===== src/hw/rtl/pdd_pkg.sv =====
// Shared types and constants for the peak-detect downsampler.
package pdd_pkg;

  localparam int TIME_W       = 32;
  localparam int LIMIT_W      = 13;
  localparam int BUCKET_SHIFT = 2;  // four representatives per bucket
  localparam int QUEUE_DEPTH  = 4;

  typedef enum logic [1:0] {
    CMD_LOAD   = 2'd0,
    CMD_FETCH  = 2'd1,
    CMD_CLEAR  = 2'd2,
    CMD_IGNORE = 2'd3
  } cmd_t;

  typedef enum logic [1:0] {
    REG_WSTART = 2'd0,
    REG_WEND   = 2'd1,
    REG_LIMIT  = 2'd2,
    REG_NONE   = 2'd3
  } reg_idx_t;

  typedef enum logic [1:0] {
    PH_IDLE,
    PH_DIRECT,
    PH_BUCKET,
    PH_DRAINED
  } phase_t;

  typedef enum logic [3:0] {
    S_IDLE,
    S_SCAN_RD,
    S_SCAN_CHK,
    S_BUILD,
    S_BDIV,
    S_BRD,
    S_BCHK,
    S_BSLOT,
    S_EMIT,
    S_OUT
  } eng_state_t;

  // Head of the command queue as seen by the engine.
  typedef struct packed {
    logic valid;
    cmd_t cmd;
  } q_head_t;

endpackage


===== src/hw/rtl/pdd_front.sv =====
// Front end: accepts input words, drops no-op commands, queues the rest.
module pdd_front import pdd_pkg::*; #(
  parameter int VALUE_BITS = 16
) (
  input  logic                  clk,
  input  logic                  rst_n,
  input  logic                  acc_valid,
  output logic                  acc_ready,
  input  cmd_t                  acc_cmd,
  input  logic [TIME_W-1:0]     acc_time,
  input  logic [VALUE_BITS-1:0] acc_value,
  output q_head_t               head,
  output logic [TIME_W-1:0]     head_time,
  output logic [VALUE_BITS-1:0] head_value,
  input  logic                  pop
);

  localparam int PW = $clog2(QUEUE_DEPTH);

  cmd_t                  q_cmd_r   [QUEUE_DEPTH];
  logic [TIME_W-1:0]     q_time_r  [QUEUE_DEPTH];
  logic [VALUE_BITS-1:0] q_value_r [QUEUE_DEPTH];
  logic [PW-1:0]         wr_ptr_r, wr_ptr_nxt, rd_ptr_r, rd_ptr_nxt;
  logic [PW:0]           fill_r, fill_nxt;
  logic                  push;
  logic                  do_pop;

  assign acc_ready = (fill_r != (PW+1)'(QUEUE_DEPTH));
  assign push      = acc_valid && acc_ready && (acc_cmd != CMD_IGNORE);
  assign do_pop    = pop && (fill_r != '0);

  assign head.valid = (fill_r != '0);
  assign head.cmd   = q_cmd_r[rd_ptr_r];
  assign head_time  = q_time_r[rd_ptr_r];
  assign head_value = q_value_r[rd_ptr_r];

  always_comb begin
    wr_ptr_nxt = push ? wr_ptr_r + 1'b1 : wr_ptr_r;
    rd_ptr_nxt = do_pop ? rd_ptr_r + 1'b1 : rd_ptr_r;
    fill_nxt   = fill_r + (PW+1)'(push) - (PW+1)'(do_pop);
  end

  always_ff @(posedge clk) begin
    if (!rst_n) begin
      wr_ptr_r <= '0;
      rd_ptr_r <= '0;
      fill_r   <= '0;
    end else begin
      wr_ptr_r <= wr_ptr_nxt;
      rd_ptr_r <= rd_ptr_nxt;
      fill_r   <= fill_nxt;
    end
  end

  always_ff @(posedge clk) begin
    if (push) begin
      q_cmd_r[wr_ptr_r]   <= acc_cmd;
      q_time_r[wr_ptr_r]  <= acc_time;
      q_value_r[wr_ptr_r] <= acc_value;
    end
  end

endmodule


===== config.mk =====
export PLATFORM = sky130hd
export DESIGN_NAME = pdd_front
export DESIGN_NICKNAME = d
export VERILOG_FILES = /design/src/hw/rtl/pdd_pkg.sv /design/src/hw/rtl/pdd_front.sv
export SDC_FILE = /design/constraint.sdc
export NUM_CORES = 1
export LEC_CHECK = 0
export BUFFER_PORTS_ARGS = -buffer_cell sky130_fd_sc_hd__buf_4
export CORE_AREA = 2 2 115 117
export CTS_BUF_LIST = sky130_fd_sc_hd__clkbuf_4
export CTS_CLUSTER_SIZE = 40
export DETAILED_ROUTE_END_ITERATION = 10
export DIE_AREA = 0 0 117 119
export PLACE_DENSITY = 0.84
export SLEW_MARGIN = 20
export SYNTH_ARGS = -nofsm -noshare
export SYNTH_HDL_FRONTEND = slang
export SYNTH_SLANG_ARGS = --single-unit
export TNS_END_PERCENT = 10

===== constraint.sdc =====
create_clock -name clk -period 4.1 [get_ports clk]
set_input_delay 0.82 -clock clk [delete_from_list [all_inputs] [get_ports clk]]
set_output_delay 0.82 -clock clk [all_outputs]
set_load 0.02 [all_outputs]

Yosys cells after proc, flatten, opt, wreduce, memory -nomap -nowiden. Memories as Yosys holds them, arrays and structs flattened. A register that Yosys moved wholly into a read port is not among the register bits. Index checks and enable logic that the tools add are counted.

Memories kept: 3. Input port bits: 54. RAM bits: 200. Bits in registers: 7.

Memories: q_time_r (depth 4, width 32, rd ports 1, clocked after memory_dff 1, write ports 1, RTL line pdd_front.sv:21) `logic [TIME_W-1:0] q_time_r [QUEUE_DEPTH];`; q_value_r (depth 4, width 16, rd ports 1, clocked after memory_dff 1, write ports 1, RTL line pdd_front.sv:22) `logic [VALUE_BITS-1:0] q_value_r [QUEUE_DEPTH];`; q_cmd_r (depth 4, width 2, rd ports 1, clocked after memory_dff 1, write ports 1, RTL line pdd_front.sv:20) `cmd_t q_cmd_r [QUEUE_DEPTH];`.

Equality and inequality tests: 2. Reduce and logical (&&, ||, !) cells: 4. $add $sub $neg: 4. Mux-type cells: 8.

Operators with widths (count): 2-bit two-way mux (6); 2-bit by 1-bit adder with 2-bit output (second input constant) (2); 3-bit by 1-bit adder with 3-bit output (1); 1-bit logical AND (3); 3-bit inequality test (second input constant) (1); 3-bit nonzero test (1); 3-bit by 1-bit subtractor with 3-bit output (1); 1-bit two-way mux (2); 2-bit inequality test (second input constant) (1).

Logic depth before layout (Yosys ltp). Gate-level depths: netlist of run 1.

Word-level depth: 5. Depth in mapped cells: 11.

Worst setup path after synthesis of run 1. OpenSTA, ideal clock, no wires.

Path kind: input-to-reg. From: input port acc_cmd[0]. To: memory q_cmd_r[0][0] (netlist bit) (enable). Cell stages on the path: 2. Setup slack: 1242 ps. Setup time: 413 ps. Arrival time: 2445 ps. Required time: 3687 ps. Buffers on the path: 0. Cells stage by stage: a221oi_4 > and2_1.

Longest elaborated chain between the ends: 4.

Ends and longest elaborated chain: start, declared (RTL line pdd_front.sv:9) `input cmd_t acc_cmd,`; 2-bit inequality test (RTL line pdd_front.sv:29) `assign push = acc_valid && acc_ready && (acc_cmd != CMD_IGNORE);`; 1-bit logical AND (RTL line pdd_front.sv:29); 1-bit two-way mux (RTL line pdd_front.sv:56) `if (push) begin`; 1-bit two-way mux (not written as such) (RTL line pdd_front.sv:57) `q_cmd_r[wr_ptr_r] <= acc_cmd;`; end, declared (RTL line pdd_front.sv:20).

No other way between the ends.

==> results of run 1 <==
cell type report:
cell class / count / area, µm² / area share (%)
clock buffers: 79 / 593 / 6.31
clock inverters: 12 / 46.3 / 0.493
inverters: 6 / 22.5 / 0.240
multi-input cells: 83 / 1420 / 15.1
flip-flops and latches: 209 / 6190 / 65.9
well taps: 176 / 220 / 2.34
repair buffers: 114 / 906 / 9.64
cells by family (layout without fill, tap and decap cells):
| logic type | count (synthesis) | in the layout |
|---|---|---|
| simple gates | 17 | 17 |
| flops | 209 | 209 |
| fa+ha+maj | 7 | 7 |
| mux | 52 | 52 |
| xor+xnor | 4 | 4 |
| compound gates | 3 | 3 |
| buf+inv | 19 | 211 |
final timing paths:
kind                            startpoint                  endpoint  slack (ns)  cells after the start
setup / recovery                 flip-flop             head_value[8]        0.90                      3
hold reg to reg   wr_ptr_r[1]$_SDFFE_PN0P_  wr_ptr_r[1]$_SDFFE_PN0P_        0.51                      2
hold / removal                 acc_time[8]  q_time_r[0][8]$_DFFE_PP_        0.44                      1
setup reg to reg      fill_r[1]$_SDFF_PN0_      fill_r[2]$_SDFF_PN0_        1.53                     11
flip-flops by register name, indices dropped and copies added (netlist names), named ones only:
register   flops
q_time_r     128
q_value_r     64
q_cmd_r        8
fill_r         3
rd_ptr_r       2
wr_ptr_r       2
cell usage after synthesis (all sizes together), types with 2 or more instances:
master and count:
inv 6, buf 12, mux2i 2, xnor2 4, mux4 50, edfxtp 200
and2 7, dfxtp 9, nand2 5, ha 6, nor2b 3
critical path: stages (launching register included):
cell     delay (ns)
dfxtp_4        0.69
buf_4          0.40
mux4_2         0.56
buf_4          0.17
metal layers:
layer / vias to the layer above / share of wire [%]
met2: 120 / 53
met5: - / 0
met3: 13 / 6.4
met1: 1869 / 39
met4: 0 / 1.3
li1: 1640 / -
metrics by stage:
| step | instance area, µm² | setup slack (ns) | hold WS [ns] |
|---|---|---|---|
| after floorplan | 7760 | 1.24 | 0.468 |
| after CTS | 9400 | 0.759 | 0.379 |
| after global placement | 8760 | 1.24 | 0.479 |
| after global routing | 9400 | 0.663 | 0.378 |
| final | 9400 | 0.904 | 0.441 |
| after detailed placement | 8760 | 1.16 | 0.503 |
power by group through the flow:
| stage | clock network, mW | logic [mW] | registers [mW] |
|---|---|---|---|
| final | 1.60 | 1.35 | 2.66 |
| after CTS | 1.65 | 1.38 | 2.66 |
| after global placement | 0 | 1.35 | 2.70 |
| after floorplan | 0 | 1.01 | 2.61 |
| after detailed placement | 0 | 1.38 | 2.71 |
| after global routing | 1.77 | 1.45 | 2.68 |
==> reports/metrics.yaml, run 1 <==
fmax_ghz: 0.313
period_share_pct: 78.0
met1_usage_pct: 25.2
drv_cap: 0
async_reset_ff_share_pct: 0
dieArea_mm2: 0.0139
ys.flop_type: "edfxtp_1"
core.rowCount: 42
io_pins: 106
p_leak_nw: 3.25
relSlewSlack_pct: 47.4
critPathLaunchType: "flip-flop"
seq_area_frac_synth_pct: 79.7
p_sw_mw: 1.53
viasPerCell: 5.36
drive_above_1_share_pct: 50.1
grt_util_met2_pct: 33.5
holdBufCountCts: 0
cp-end-kind: "output port"
grt_pass1_vias: 4057
h-tree-depth: 2
fp.coreArea_mm2: 0.0129
synth_xor_area_share_pct: 0.451
hp-class: "in2reg"
timing.setup.tns_ns: 0
clock-root-buffer: "clkbuf_4"
synth_top_cell_area_share_pct: 77.4
synthSimpleGateAreaFrac_pct: 1.18
synth_top_family_by_area: "multiplexers"
yosysUniqueCellTypes: 21
fillers: 793
fin_cells: 679
crit_arrival_ns: 2.38
cts_tree: "done"
p_int_mw: 4.08
synth_compound_area_share_pct: 0.564
antenna_found_initial: 0
hpwl_um: 8000
ys_top_cells_by_area: "edfxtp_1, mux4_2, dfxtp_1, buf_12, ha_1"
grt.met3_usage_pct: 5.65
cp.required_ns: 3.28
rsz0062_at_grt: "no"
clk_path_buf_depth: 3
layout_commonest_cell: "edfxtp_1"
swShare_pct: 27.2
area_delta_synth_final_pct: 21.0
peakVddDrop_mv: 0.311
synth_area_mm2: 0.00776
drtIter0Drc: 209
yosys.area.top_type: "edfxtp_1"
cts_buffers: 49
syn-num-nets: 372
power.total_mw: 5.61
setup_viol: 0
synthMuxAreaShare_pct: 14.8
vias: 3642
wl_per_cell_um: 19.4
layout.nets: 524
die_h_um: 119
gp_congestion: 0.753
tightest_slew_ns: 0.789
fin_crit_ns: 3.20
drc_errors: 0
yosys.area_share.adder_pct: 1.22
cts_num_sinks: 209
avgSynthCellArea_um2: 25.0
run_status: "finished, final reports clean"
utilization_pct: 73.0
fp.dieW_um: 117
ctsResizeCount: 0
seqPwrFrac_pct: 47.4
port_buffers: 105
yosys_register_bits: 209
start_util_pct: 60.3
synthCells: 311
comb_power_share_pct: 24.1
clkLatencyLatePin_ns: 0.58
grt_pass1_wl_um: 20600
skew_ns: 0.0300
powerDensity_mw_per_mm2: 597
cts.clk_slew.worst_paths_ns: 0.07
post-cts-setup-buffers: 0
path_class: "reg2out"
grt_util_all_layers_pct: 19.9
most-common-layout-cells: "edfxtp_1, buf_4, clkbuf_4"
synth_edf_count: 200
grt.busiest_layer: "met2"
ant_nets: 0
finalMaxSlewViolations: 0
antennaDiodeCount: 0
yosysWarnings: 0
grt_max_degree: 36
clockPowerShare_pct: 28.5
hold_violations: 0
dr.pass1.iters: 4
gr-total-overflow: 0
cp_max_fo: 27
placed_cells: 588
routed_wl_um: 13200
Power figures use the tool's default switching activity.
==> run 2, diff against run 1 <==
--- a/config.mk
+++ b/config.mk
@@ -6,12 +6,12 @@
 export NUM_CORES = 1
 export LEC_CHECK = 0
 export BUFFER_PORTS_ARGS = -buffer_cell sky130_fd_sc_hd__buf_4
-export CORE_AREA = 2 2 115 117
+export CORE_AREA = 2 2 118 120
 export CTS_BUF_LIST = sky130_fd_sc_hd__clkbuf_4
 export CTS_CLUSTER_SIZE = 40
 export DETAILED_ROUTE_END_ITERATION = 10
-export DIE_AREA = 0 0 117 119
-export PLACE_DENSITY = 0.84
+export DIE_AREA = 0 0 120 122
+export PLACE_DENSITY = 0.81
 export SLEW_MARGIN = 20
 export SYNTH_ARGS = -nofsm -noshare
 export SYNTH_HDL_FRONTEND = slang
==> constraint.sdc (replaced) <==
create_clock -name clk -period 3.2 [get_ports clk]
set_input_delay 0.64 -clock clk [delete_from_list [all_inputs] [get_ports clk]]
set_output_delay 0.64 -clock clk [all_outputs]
set_load 0.02 [all_outputs]
==> reports/metrics.yaml, run 2 (synthesized netlist as in run 1, its figures left out) <==
crit_end: "head_time[19]"  # was head_value[8]
ant_nets: 0  # unchanged
ctsResizeCount: 0  # unchanged
setup_viol: 0  # unchanged
rsz0062_at_grt: "no"  # unchanged
grt_util_all_layers_pct: 18.4  # was 19.9%
holdBufCountCts: 0  # unchanged
seqPwrFrac_pct: 47.8  # was 47.4%
grt_max_degree: 41  # was 36
crit_arrival_ns: 2.27  # was 2.38 ns
gp_congestion: 0.717  # was 0.753
cp.depth: 3  # unchanged
clock-root-buffer: "clkbuf_4"  # unchanged
timing.setup.tns_ns: 0  # unchanged
fin_cells: 674  # was 679
critPathLaunchType: "flip-flop"  # unchanged
cp-end-kind: "output port"  # unchanged
vias: 3737  # was 3642
p_sw_mw: 1.96  # was 1.53 mW
dr.pass1.iters: 6  # was 4
grt.busiest_layer: "met2"  # unchanged
skew_ns: 0.0457  # was 0.0300 ns
cp_slowest_cell: "dfxtp_4"  # unchanged
drc_errors: 0  # unchanged
top_register: "q_time_r"  # unchanged
fp.dieW_um: 120  # was 117 µm
path_class: "reg2out"  # unchanged
hpwl_um: 7900  # was 8000 µm
layout_commonest_cell: "edfxtp_1"  # unchanged
hold_violations: 0  # unchanged
crit_family: "flip-flops"  # unchanged
crit_top_cell: "buf_4"  # unchanged
largest_reg_flops: 128  # unchanged
reg2regPathDepth: 11  # unchanged
cp_cell_sequence: "buf_4 > mux4_2 > buf_4"  # unchanged
period_share_pct: 91.0
layout.nets: 523  # was 524
cts_num_sinks: 209  # unchanged
antenna_found_initial: 0  # unchanged
path_buf_inv: 2  # unchanged
port_buffers: 105  # unchanged
wl_per_cell_um: 19.4  # about the same
io_pins: 106  # unchanged
die_h_um: 122  # was 119 µm
drive_above_1_share_pct: 49.4  # was 50.1%
fp.coreArea_mm2: 0.0135  # was 0.0129 mm²
p_int_mw: 5.14  # was 4.08 mW
drv_cap: 0  # unchanged
multi_input_area_mm2: 0.00142  # unchanged
cp_max_fo: 25  # was 27
powerDensity_mw_per_mm2: 760  # was 597 mW/mm²
clockPowerShare_pct: 27.3  # was 28.5%
worstReg2RegStart: "fill_r[1]$_SDFF_PN0_"  # unchanged
post-cts-setup-buffers: 0  # unchanged
utilization_pct: 69.2  # was 73.0%
peakVddDrop_mv: 0.459  # was 0.311 mV
relSlewSlack_pct: 59.1  # was 47.4%
run_status: "finished, final reports clean"  # unchanged
regArea_mm2: 0.00619  # unchanged
r2r_end: "fill_r[2]$_SDFF_PN0_"  # unchanged
gr-total-overflow: 0  # unchanged
grt_pass1_vias: 4005  # was 4057
grt_util_met2_pct: 29.7  # was 33.5%
viasPerCell: 5.54  # was 5.36
swShare_pct: 27.6  # was 27.2%
fin_hold_ws_ns: 0.219  # was 0.441 ns
finalMaxSlewViolations: 0  # unchanged
fmax_ghz: 0.343
reg_top3: "q_time_r x128, q_value_r x64, q_cmd_r x8"  # unchanged
regToRegSetupSlack_ns: 0.65  # was 1.53 ns
fin_crit_ns: 2.91
core.rowCount: 43  # was 42
worstHoldPathCells: 1  # unchanged
cts_tree: "done"  # unchanged
cp.required_ns: 2.56  # was 3.28 ns
hp-class: "in2reg"  # unchanged
fillers: 880  # was 793
start_util_pct: 57.5  # was 60.3%
p_leak_nw: 3.22  # was 3.25 nW
routed_wl_um: 13100  # was 13200 µm
area_delta_synth_final_pct: 20.4  # was 21.0%
met1_usage_pct: 23.5  # was 25.2%
most-common-layout-cells: "edfxtp_1, buf_4, clkbuf_4"  # unchanged
h-tree-depth: 2  # unchanged
grt.met3_usage_pct: 5.01  # was 5.65%
tightest_slew_ns: 0.614  # was 0.789 ns
cts.clk_slew.worst_paths_ns: 0.07  # about the same
clkLatencyLatePin_ns: 0.62  # was 0.58 ns
placed_cells: 592  # was 588
cts_buffers: 48  # was 49
clk_path_buf_depth: 3  # unchanged
dieArea_mm2: 0.0146  # was 0.0139 mm²
comb_power_share_pct: 24.9  # was 24.1%
crit_path_max_incr_delay_ns: 0.68  # was 0.69 ns
antennaDiodeCount: 0  # unchanged
grt_pass1_wl_um: 20100  # was 20600 µm
drtIter0Drc: 215  # was 209
## run 2: cell count changes in the layout (fill, tap and decap cells not counted), sizes merged
cell	before	now
clkbuf	79	71
clkinv	11	9
inv	7	8
## run 2: layout make-up
type                            count  area share [%]
Sequential cell                   209            66.2
Multi-Input combinational cell     83            15.2
Timing Repair Buffer              114            9.82
Clock buffer                       71            5.70
Tap cell                          180            2.41
Clock inverter                     11           0.442
Inverter                            6           0.241
## run 2: worst min path at each step
stage | startpoint | endpoint | slack, ns
floorplan | wr_ptr_r[1]$_SDFFE_PN0P_ | wr_ptr_r[1]$_SDFFE_PN0P_ | 0.47
global placement | wr_ptr_r[1]$_SDFFE_PN0P_ | wr_ptr_r[1]$_SDFFE_PN0P_ | 0.48
detailed placement | wr_ptr_r[1]$_SDFFE_PN0P_ | wr_ptr_r[1]$_SDFFE_PN0P_ | 0.51
CTS | acc_time[8] | q_time_r[1][8]$_DFFE_PP_ | 0.17
global route | acc_time[12] | q_time_r[3][12]$_DFFE_PP_ | 0.18
finish | acc_time[10] | q_time_r[3][10]$_DFFE_PP_ | 0.22
## run 2: layer usage
layer / up-vias / share of wire [%]
met4: 0 / 2.4
met5: - / 0
met2: 164 / 50
li1: 1633 / -
met3: 33 / 8.1
met1: 1907 / 39
## run 2: power groups by stage
stage	Clock [mW]	Combinational [mW]	Sequential, mW
after detailed placement	0	1.79	3.46
after floorplan	0	1.29	3.35
after global placement	0	1.76	3.45
after CTS	2.00	1.79	3.40
final	1.94	1.77	3.39
after global routing	2.12	1.88	3.43
## run 2: stage by stage
stage          setup slack [ns]  power, mW  cell area, µm²
2_1_floorplan             0.522       4.64            7760
3_3_place_gp              0.535       5.21            8770
3_5_place_dp              0.434       5.25            8770
4_1_cts                   0.184       7.20            9350
5_1_grt                  0.0954       7.42            9350
6_report                  0.288       7.10            9350
